$ cat src/sfp_pkg.sv
// Shared package for the small fast generator: command and register codes,
// round and retry counts, and the control bundle of the round datapath.
// Depends on nothing; imported by every module of the block.
package sfp_pkg;

  localparam int unsigned WORD_W      = 64;
  localparam int unsigned CMD_W       = 2;
  localparam int unsigned CFG_INDEX_W = 2;
  localparam int unsigned CNT_W       = 6;
  localparam int unsigned SEED_ROUNDS = 20;
  localparam int unsigned RETRY_LIMIT = 64;

  localparam logic [WORD_W-1:0] RESET_OUTPUT_MAX    = '1;
  localparam logic [WORD_W-1:0] RESET_SEED_CONSTANT = 64'd4058668781;

  localparam logic [CMD_W-1:0] CMD_RAW     = 2'd0;
  localparam logic [CMD_W-1:0] CMD_UNIFORM = 2'd1;
  localparam logic [CMD_W-1:0] CMD_RESEED  = 2'd2;

  localparam logic [CFG_INDEX_W-1:0] REG_OUTPUT_MAX    = 2'd0;
  localparam logic [CFG_INDEX_W-1:0] REG_SEED_CONSTANT = 2'd1;

  // Control of the round datapath, driven by the sequencer.
  typedef struct packed {
    logic load;    // load the four words from the seed
    logic calc_e;  // first half of a round
    logic update;  // second half of a round
  } round_ctrl_t;

endpackage

$ cat src/small_fast_prng_with_uniform_range.sv
// Top level of the small fast generator with unbiased draws below a bound.
// Depends on sfp_pkg, sfp_round and sfp_mod.
//
//   Channel   Signals                                   Direction
//   --------  ----------------------------------------  ---------
//   config    cfg_we, cfg_index, cfg_data               in
//   command   in_valid, in_ready, cmd, seed_value,      in
//             upper_bound
//   result    out_valid, out_ready, random_value        out
//
// A round of the generator runs in two steps (subtract, then the add stage).
// A raw draw runs one round, a reseed SEED_ROUNDS rounds. A uniform draw with a
// bound of two or more runs a further round per rejected draw and runs the
// bit-serial remainder unit twice: once for the limit, once for the kept draw.
// After reset the block replays a reseed with seed zero, during which in_ready
// is low. One command is processed at a time; a new transaction is taken while
// the previous result still waits on the output.
module small_fast_prng_with_uniform_range
  import sfp_pkg::*;
(
  input  logic                   clk,
  input  logic                   rst,
  input  logic                   cfg_we,
  input  logic [CFG_INDEX_W-1:0] cfg_index,
  input  logic [WORD_W-1:0]      cfg_data,
  input  logic                   in_valid,
  output logic                   in_ready,
  input  logic [CMD_W-1:0]       cmd,
  input  logic [WORD_W-1:0]      seed_value,
  input  logic [WORD_W-1:0]      upper_bound,
  output logic                   out_valid,
  input  logic                   out_ready,
  output logic [WORD_W-1:0]      random_value
);

  typedef enum logic [2:0] {
    S_BOOT, S_IDLE, S_RND_E, S_RND_U, S_CHECK, S_LIMIT, S_REM, S_OUT
  } state_t;

  state_t            state;
  logic [CMD_W-1:0]  op;
  logic              booting;
  logic [CNT_W-1:0]  cnt;
  logic [WORD_W-1:0] bound;
  logic [WORD_W-1:0] r;
  logic [WORD_W-1:0] limit;
  logic [WORD_W-1:0] output_max;
  logic [WORD_W-1:0] seed_constant;

  logic              accept;
  logic              small_bound;
  logic              draw_ok;
  logic              out_load;
  round_ctrl_t       round_ctrl;
  logic [WORD_W-1:0] load_seed;
  logic [WORD_W-1:0] d_next;
  logic              mod_start;
  logic [WORD_W-1:0] mod_dividend;
  logic [WORD_W-1:0] mod_divisor;
  logic              mod_busy;
  logic              mod_done;
  logic [WORD_W-1:0] mod_rem;

  assign in_ready    = (state == S_IDLE);
  assign accept      = in_valid && in_ready;
  assign small_bound = (upper_bound[WORD_W-1:1] == '0);
  // A draw is kept when it falls below the limit, or when the retries run out.
  assign draw_ok     = (r < limit) || (cnt == '0);
  // The output register takes a new result once the previous one is claimed.
  assign out_load    = (state == S_OUT) && (!out_valid || out_ready);

  // Configuration registers; writes to unused indexes are dropped.
  always_ff @(posedge clk) begin
    if (rst) begin
      output_max    <= RESET_OUTPUT_MAX;
      seed_constant <= RESET_SEED_CONSTANT;
    end else if (cfg_we) begin
      if (cfg_index == REG_OUTPUT_MAX) begin
        output_max <= cfg_data;
      end else if (cfg_index == REG_SEED_CONSTANT) begin
        seed_constant <= cfg_data;
      end
    end
  end

  // Round datapath control. The boot state loads the words as a reseed with
  // seed zero would.
  always_comb begin
    round_ctrl.load   = (state == S_BOOT) || (accept && (cmd == CMD_RESEED));
    round_ctrl.calc_e = (state == S_RND_E);
    round_ctrl.update = (state == S_RND_U);
    load_seed         = (state == S_BOOT) ? '0 : seed_value;
  end

  // For a bound of two or more the remainder unit serves twice per uniform draw:
  // first for the rejection limit (output_max mod bound), then for the kept draw.
  always_comb begin
    if (state == S_IDLE) begin
      mod_start    = accept && (cmd == CMD_UNIFORM) && !small_bound;
      mod_dividend = output_max;
      mod_divisor  = upper_bound;
    end else begin
      mod_start    = (state == S_CHECK) && draw_ok;
      mod_dividend = r;
      mod_divisor  = bound;
    end
  end

  sfp_round u_round (
    .clk       (clk),
    .ctrl      (round_ctrl),
    .load_a    (seed_constant),
    .load_seed (load_seed),
    .d_next    (d_next)
  );

  sfp_mod u_mod (
    .clk      (clk),
    .rst      (rst),
    .start    (mod_start),
    .dividend (mod_dividend),
    .divisor  (mod_divisor),
    .busy     (mod_busy),
    .done     (mod_done),
    .rem      (mod_rem)
  );

  // Sequencer. The shared counter counts seeding rounds on a reseed and
  // remaining tries on a uniform draw.
  always_ff @(posedge clk) begin
    if (rst) begin
      state     <= S_BOOT;
      booting   <= 1'b1;
      out_valid <= 1'b0;
    end else begin
      if (out_load) begin
        out_valid <= 1'b1;
      end else if (out_ready) begin
        out_valid <= 1'b0;
      end
      unique case (state)
        S_BOOT: begin
          op      <= CMD_RESEED;
          cnt     <= CNT_W'(SEED_ROUNDS - 1);
          booting <= 1'b1;
          state   <= S_RND_E;
        end
        S_IDLE: begin
          if (accept) begin
            op    <= cmd;
            bound <= upper_bound;
            priority case (cmd)
              CMD_RAW: begin
                state <= S_RND_E;
              end
              CMD_UNIFORM: begin
                if (small_bound) begin
                  r     <= '0;
                  state <= S_OUT;
                end else begin
                  state <= S_LIMIT;
                end
              end
              CMD_RESEED: begin
                cnt   <= CNT_W'(SEED_ROUNDS - 1);
                state <= S_RND_E;
              end
              default: begin
                // Unused command: no state change, result zero.
                r     <= '0;
                state <= S_OUT;
              end
            endcase
          end
        end
        S_RND_E: begin
          state <= S_RND_U;
        end
        S_RND_U: begin
          priority case (op)
            CMD_RESEED: begin
              if (cnt == '0) begin
                r <= '0;
                if (booting) begin
                  booting <= 1'b0;
                  state   <= S_IDLE;
                end else begin
                  state <= S_OUT;
                end
              end else begin
                cnt   <= cnt - CNT_W'(1);
                state <= S_RND_E;
              end
            end
            CMD_UNIFORM: begin
              r     <= d_next & output_max;
              state <= S_CHECK;
            end
            default: begin
              r     <= d_next & output_max;
              state <= S_OUT;
            end
          endcase
        end
        S_CHECK: begin
          if (draw_ok) begin
            state <= S_REM;
          end else begin
            cnt   <= cnt - CNT_W'(1);
            state <= S_RND_E;
          end
        end
        S_LIMIT: begin
          if (mod_done) begin
            limit <= output_max - mod_rem;
            cnt   <= CNT_W'(RETRY_LIMIT - 1);
            state <= S_RND_E;
          end
        end
        S_REM: begin
          if (mod_done) begin
            r     <= mod_rem;
            state <= S_OUT;
          end
        end
        S_OUT: begin
          // Wait here only while the previous result is still unclaimed.
          if (out_load) begin
            random_value <= r;
            state        <= S_IDLE;
          end
        end
        default: begin
          state <= S_IDLE;
        end
      endcase
    end
  end

  // The remainder unit reports completion only while the sequencer waits.
  assert property (@(posedge clk) disable iff (rst)
    mod_done |-> (state == S_LIMIT) || (state == S_REM))
    else $error("remainder finished outside a waiting state");

  // The block never starts a command while the remainder unit is running.
  assert property (@(posedge clk) disable iff (rst)
    in_ready |-> !mod_busy)
    else $error("ready while the remainder unit is busy");

  // Commands are processed one at a time.
  assert property (@(posedge clk) disable iff (rst)
    accept |=> !in_ready)
    else $error("ready again straight after a transaction");

endmodule

$ cat src/sfp_round.sv
// Round datapath of the generator: holds the four state words and advances
// them by one round in two steps (calc_e, then update). Depends on sfp_pkg.
module sfp_round
  import sfp_pkg::*;
(
  input  logic              clk,
  input  round_ctrl_t       ctrl,
  input  logic [WORD_W-1:0] load_a,
  input  logic [WORD_W-1:0] load_seed,
  output logic [WORD_W-1:0] d_next
);

  logic [WORD_W-1:0] word_a;
  logic [WORD_W-1:0] word_b;
  logic [WORD_W-1:0] word_c;
  logic [WORD_W-1:0] word_d;
  logic [WORD_W-1:0] e;
  logic [WORD_W-1:0] a_next;

  assign a_next = word_b ^ {word_c[WORD_W-14:0], word_c[WORD_W-1:WORD_W-13]};
  assign d_next = e + a_next;

  always_ff @(posedge clk) begin
    if (ctrl.load) begin
      word_a <= load_a;
      word_b <= load_seed;
      word_c <= load_seed;
      word_d <= load_seed;
    end else if (ctrl.calc_e) begin
      e <= word_a - {word_b[WORD_W-8:0], word_b[WORD_W-1:WORD_W-7]};
    end else if (ctrl.update) begin
      word_a <= a_next;
      word_b <= word_c + {word_d[WORD_W-38:0], word_d[WORD_W-1:WORD_W-37]};
      word_c <= word_d + e;
      word_d <= d_next;
    end
  end

endmodule

$ cat src/sfp_mod.sv
// Iterative remainder unit: restoring division, one quotient bit per cycle.
// Depends on sfp_pkg. The divisor must be at least two.
module sfp_mod
  import sfp_pkg::*;
(
  input  logic              clk,
  input  logic              rst,
  input  logic              start,
  input  logic [WORD_W-1:0] dividend,
  input  logic [WORD_W-1:0] divisor,
  output logic              busy,
  output logic              done,
  output logic [WORD_W-1:0] rem
);

  logic [WORD_W-1:0] dvd;
  logic [WORD_W-1:0] dvs;
  logic [CNT_W-1:0]  cnt;
  logic [WORD_W:0]   rem_sh;
  logic [WORD_W+1:0] diff;

  assign rem_sh = {rem, dvd[WORD_W-1]};
  assign diff   = {1'b0, rem_sh} - {2'b00, dvs};

  always_ff @(posedge clk) begin
    if (rst) begin
      busy <= 1'b0;
      done <= 1'b0;
    end else begin
      done <= 1'b0;
      if (start) begin
        busy <= 1'b1;
        cnt  <= '0;
        dvd  <= dividend;
        dvs  <= divisor;
        rem  <= '0;
      end else if (busy) begin
        dvd <= {dvd[WORD_W-2:0], 1'b0};
        rem <= diff[WORD_W+1] ? rem_sh[WORD_W-1:0] : diff[WORD_W-1:0];
        cnt <= cnt + CNT_W'(1);
        if (cnt == '1) begin
          busy <= 1'b0;
          done <= 1'b1;
        end
      end
    end
  end

endmodule

$ cat config.mk
export PLATFORM = sky130hd
export DESIGN_NAME = small_fast_prng_with_uniform_range
export DESIGN_NICKNAME = d
export VERILOG_FILES = /design/src/sfp_pkg.sv /design/src/small_fast_prng_with_uniform_range.sv /design/src/sfp_round.sv /design/src/sfp_mod.sv
export SDC_FILE = /design/constraint.sdc
export NUM_CORES = 2
export LEC_CHECK = 0
export BUFFER_PORTS_ARGS = -buffer_cell sky130_fd_sc_hd__buf_2
export CAP_MARGIN = 20
export CELL_PAD_IN_SITES_DETAIL_PLACEMENT = 1
export CELL_PAD_IN_SITES_GLOBAL_PLACEMENT = 1
export CORE_MARGIN = 3
export CORE_UTILIZATION = 45
export CTS_BUF_LIST = sky130_fd_sc_hd__clkbuf_8
export CTS_CLUSTER_SIZE = 12
export DETAILED_ROUTE_END_ITERATION = 8
export PLACE_DENSITY_LB_ADDON = 0.3
export SYNTH_ARGS = -nofsm -noshare
export SYNTH_HDL_FRONTEND = slang
export SYNTH_SLANG_ARGS = --single-unit
$ cat constraint.sdc
create_clock -name clk -period 22 [get_ports clk]
set_input_delay 3.3 -clock clk [delete_from_list [all_inputs] [get_ports clk]]
set_output_delay 3.3 -clock clk [all_outputs]
set_load 0.03 [all_outputs]
==> out/metrics.cfg <==
[logic_synthesis]
yosysSeqAreaShare_pct = 43.9
synthDistinctLibCells = 82
netlist_instances = 6459
yosysWarnings = 0
ys_ff_latch = 917
synth_edf_count = 782
async_flop_share_pct = 0
syn_area_um2 = 59600
ys.flop_type = edfxtp_1
syn_nets = 7119
avgSynthCellArea_um2 = 9.23

[routing]
wl_per_cell_um = 27.9
dr.pass1.iters = 6
drt_iter0_markers = 5754
met3WireLength_mm = 20.9
ant_nets = 0
wl_met1_mm = 98.9
dr_total_vias = 52510
routed_via_density = 6.17
top_layer_used = met5
drc = 0
met2WireLength_mm = 104
totalWireLength_mm = 237

[floorplan]
boundaryPins = 267
core_um2 = 130000
die_h_um = 370
die_x_um = 370
rows = 132
die_area_um2 = 137000
start_util_pct = 45.7

[clocking]
htreeDepth = 4
clk_path_buf_depth = 3
clk_pin_slew_ns = 0.06
cts_buffers = 172
cts_hold_buf = 0
cts_sinks = 917
ctsResizeCount = 0
clock-root-buffer = clkbuf_8
clock_latency_ns = 0.94
cts_tree = yes
post_cts_buffers = 0

[outcome]
status = completed

[global_routing]
grt_overflow = 0
grt_pass1_vias = 51932
grt_pass1_wl_mm = 343
grt_util_all_layers_pct = 33.8
grt_antenna_before_repair = 8
grt_max_degree = 190

[timing]
clock_skew_ns = 0.0615
fin_crit_ns = 7.03
hold_violations = 0
setup_viol = 0
grt_setup_unrepaired = no
slew_violations = 0
finalCritPeriodShare_pct = 31.9
finalSetupTns_ns = 0
slew_headroom_pct = 16.9
fmax_mhz = 142
worst_pin_slew_ns = 1.25

[placed_design]
place.gp.congestion = 1.01
placed_cell_area_um2 = 62500
io_buffer_count = 266
dp_hpwl_mm = 189

[pwr]
p_leak_nw = 27.3
vdd_drop_max_mv = 0.109
p_per_area_nw_per_um2 = 178
finalPower_w = 0.0118

[setup_path]
crit_family = buffers and inverters
worst_setup_path_end_kind = output pin
arrival_ns = 3.73
cp_num_buf_inv = 4
critPathKind = reg -> out
cpPeakStageDelay_ns = 0.82
crit_chain = buf_4 > inv_1 > nor2_1 > nand2_4 > inv_4 > buf_2
critPathMaxFanout = 68
cp.required_ns = 18.70
worst_path_max_delay_cell = inv_4
startpoint_type = flop

[worst_hold_path]
hp-class = reg -> reg

[finish]
fin_nets = 7285
multi_input_area_um2 = 31000
seq_area_um2 = 26200
final_area_um2 = 66000
syn2layout_area_growth_pct = 10.7
final_common_cell = nand2_1
fill_cells = 15098
mostFrequentLayoutCells = 937 x nand2_1, 782 x edfxtp_1, 572 x nor2_1
drive_gt1_share_pct = 9.26

[flow_run]
drv_cap = 0

-- final timing paths --
path                            cells past startpoint            endpoint  slack (ns)                from
worst min-delay path                                2   seed_constant[53]        0.46   seed_constant[53]
worst min register to register                      2   seed_constant[53]        0.46   seed_constant[53]
worst max register to register                     14  u_round.word_d[60]       16.38  u_round.word_c[51]
worst max-delay path                                6            in_ready       14.97            state[0]
-- stage by stage --
step	instances	worst slack, ns	util (%)	hold slack, ns
2_1_floorplan	6459	10.69	-	0.435
3_3_place_gp	8193	15.24	47.9	0.442
5_1_grt	8515	14.72	50.6	0.477
4_1_cts	8513	14.94	50.6	0.457
6_report	8517	14.97	50.6	0.459
3_5_place_dp	8193	15.26	47.9	0.449
-- area by class of cell --
type	instances	area share (%)
clock inverter	127	1.39
timing repair buffer	314	2.60
clock buffer	193	4.02
sequential	917	39.6
tap	1742	3.30
inverter	376	2.14
multi-input combinational	4844	46.9
antenna	4	0.0152
-- synthesized netlist by cell type (all sizes together) (33+ instances only) --
cell	instances	area (um^2)
nand2	940	3530
edfxtp	782	23500
nor2	573	2150
a21oi	528	2640
ha	453	5670
o21ai	381	1910
inv	375	1410
clkbuf	297	1120
a21o	239	1790
xor2	220	1930
xnor2	207	1810
dfxtp	135	2700
nand4	121	757
a31oi	106	663
nor2b	102	638
nand3	96	480
nor3	77	385
a211o	73	639
o21bai	62	465
a32o	60	601
a211oi	51	383
o21a	46	345
nand2b	41	257
and3	34	213
nor4	34	213
o211ai	33	248
-- power breakdown --
part	internal [W]	total [W]	switching, W
clock network	0.000935	0.00176	0.000829
logic	0.00230	0.00699	0.00468
registers	0.00250	0.00304	0.000542
-- worst reg2reg max path: stages, from the launching register on --
cell	delay (ns)
edfxtp_1	0.53
xor2_1	0.26
ha_1	0.30
fa_1	0.46
a21oi_1	0.23
o211ai_1	0.20
nand4_1	0.18
a21oi_1	0.17
o2111ai_1	0.73
a211oi_1	0.23
o32ai_1	0.66
nor3_1	0.14
a2111oi_0	0.65
xnor2_1	0.43
o21ai_0	0.19
-- cells by family after synthesis --
group                    synth area share (%)
XOR/XNOR                                 6.27
buffers and inverters                    4.42
flip-flops                               43.9
AND/OR/NAND/NOR                          15.9
adder cells (fa/ha/maj)                  9.70
AO/OA/AOI/OAI                            19.7
multiplexers                            0.103
-- metal layers --
metal	global-route usage, %	vias to the layer above
met5	0	-
met4	17.4	2
met3	5.76	468
met2	51.8	2390
met1	46.0	25936
li1	-	23714
(Power assumes the default switching activity.)
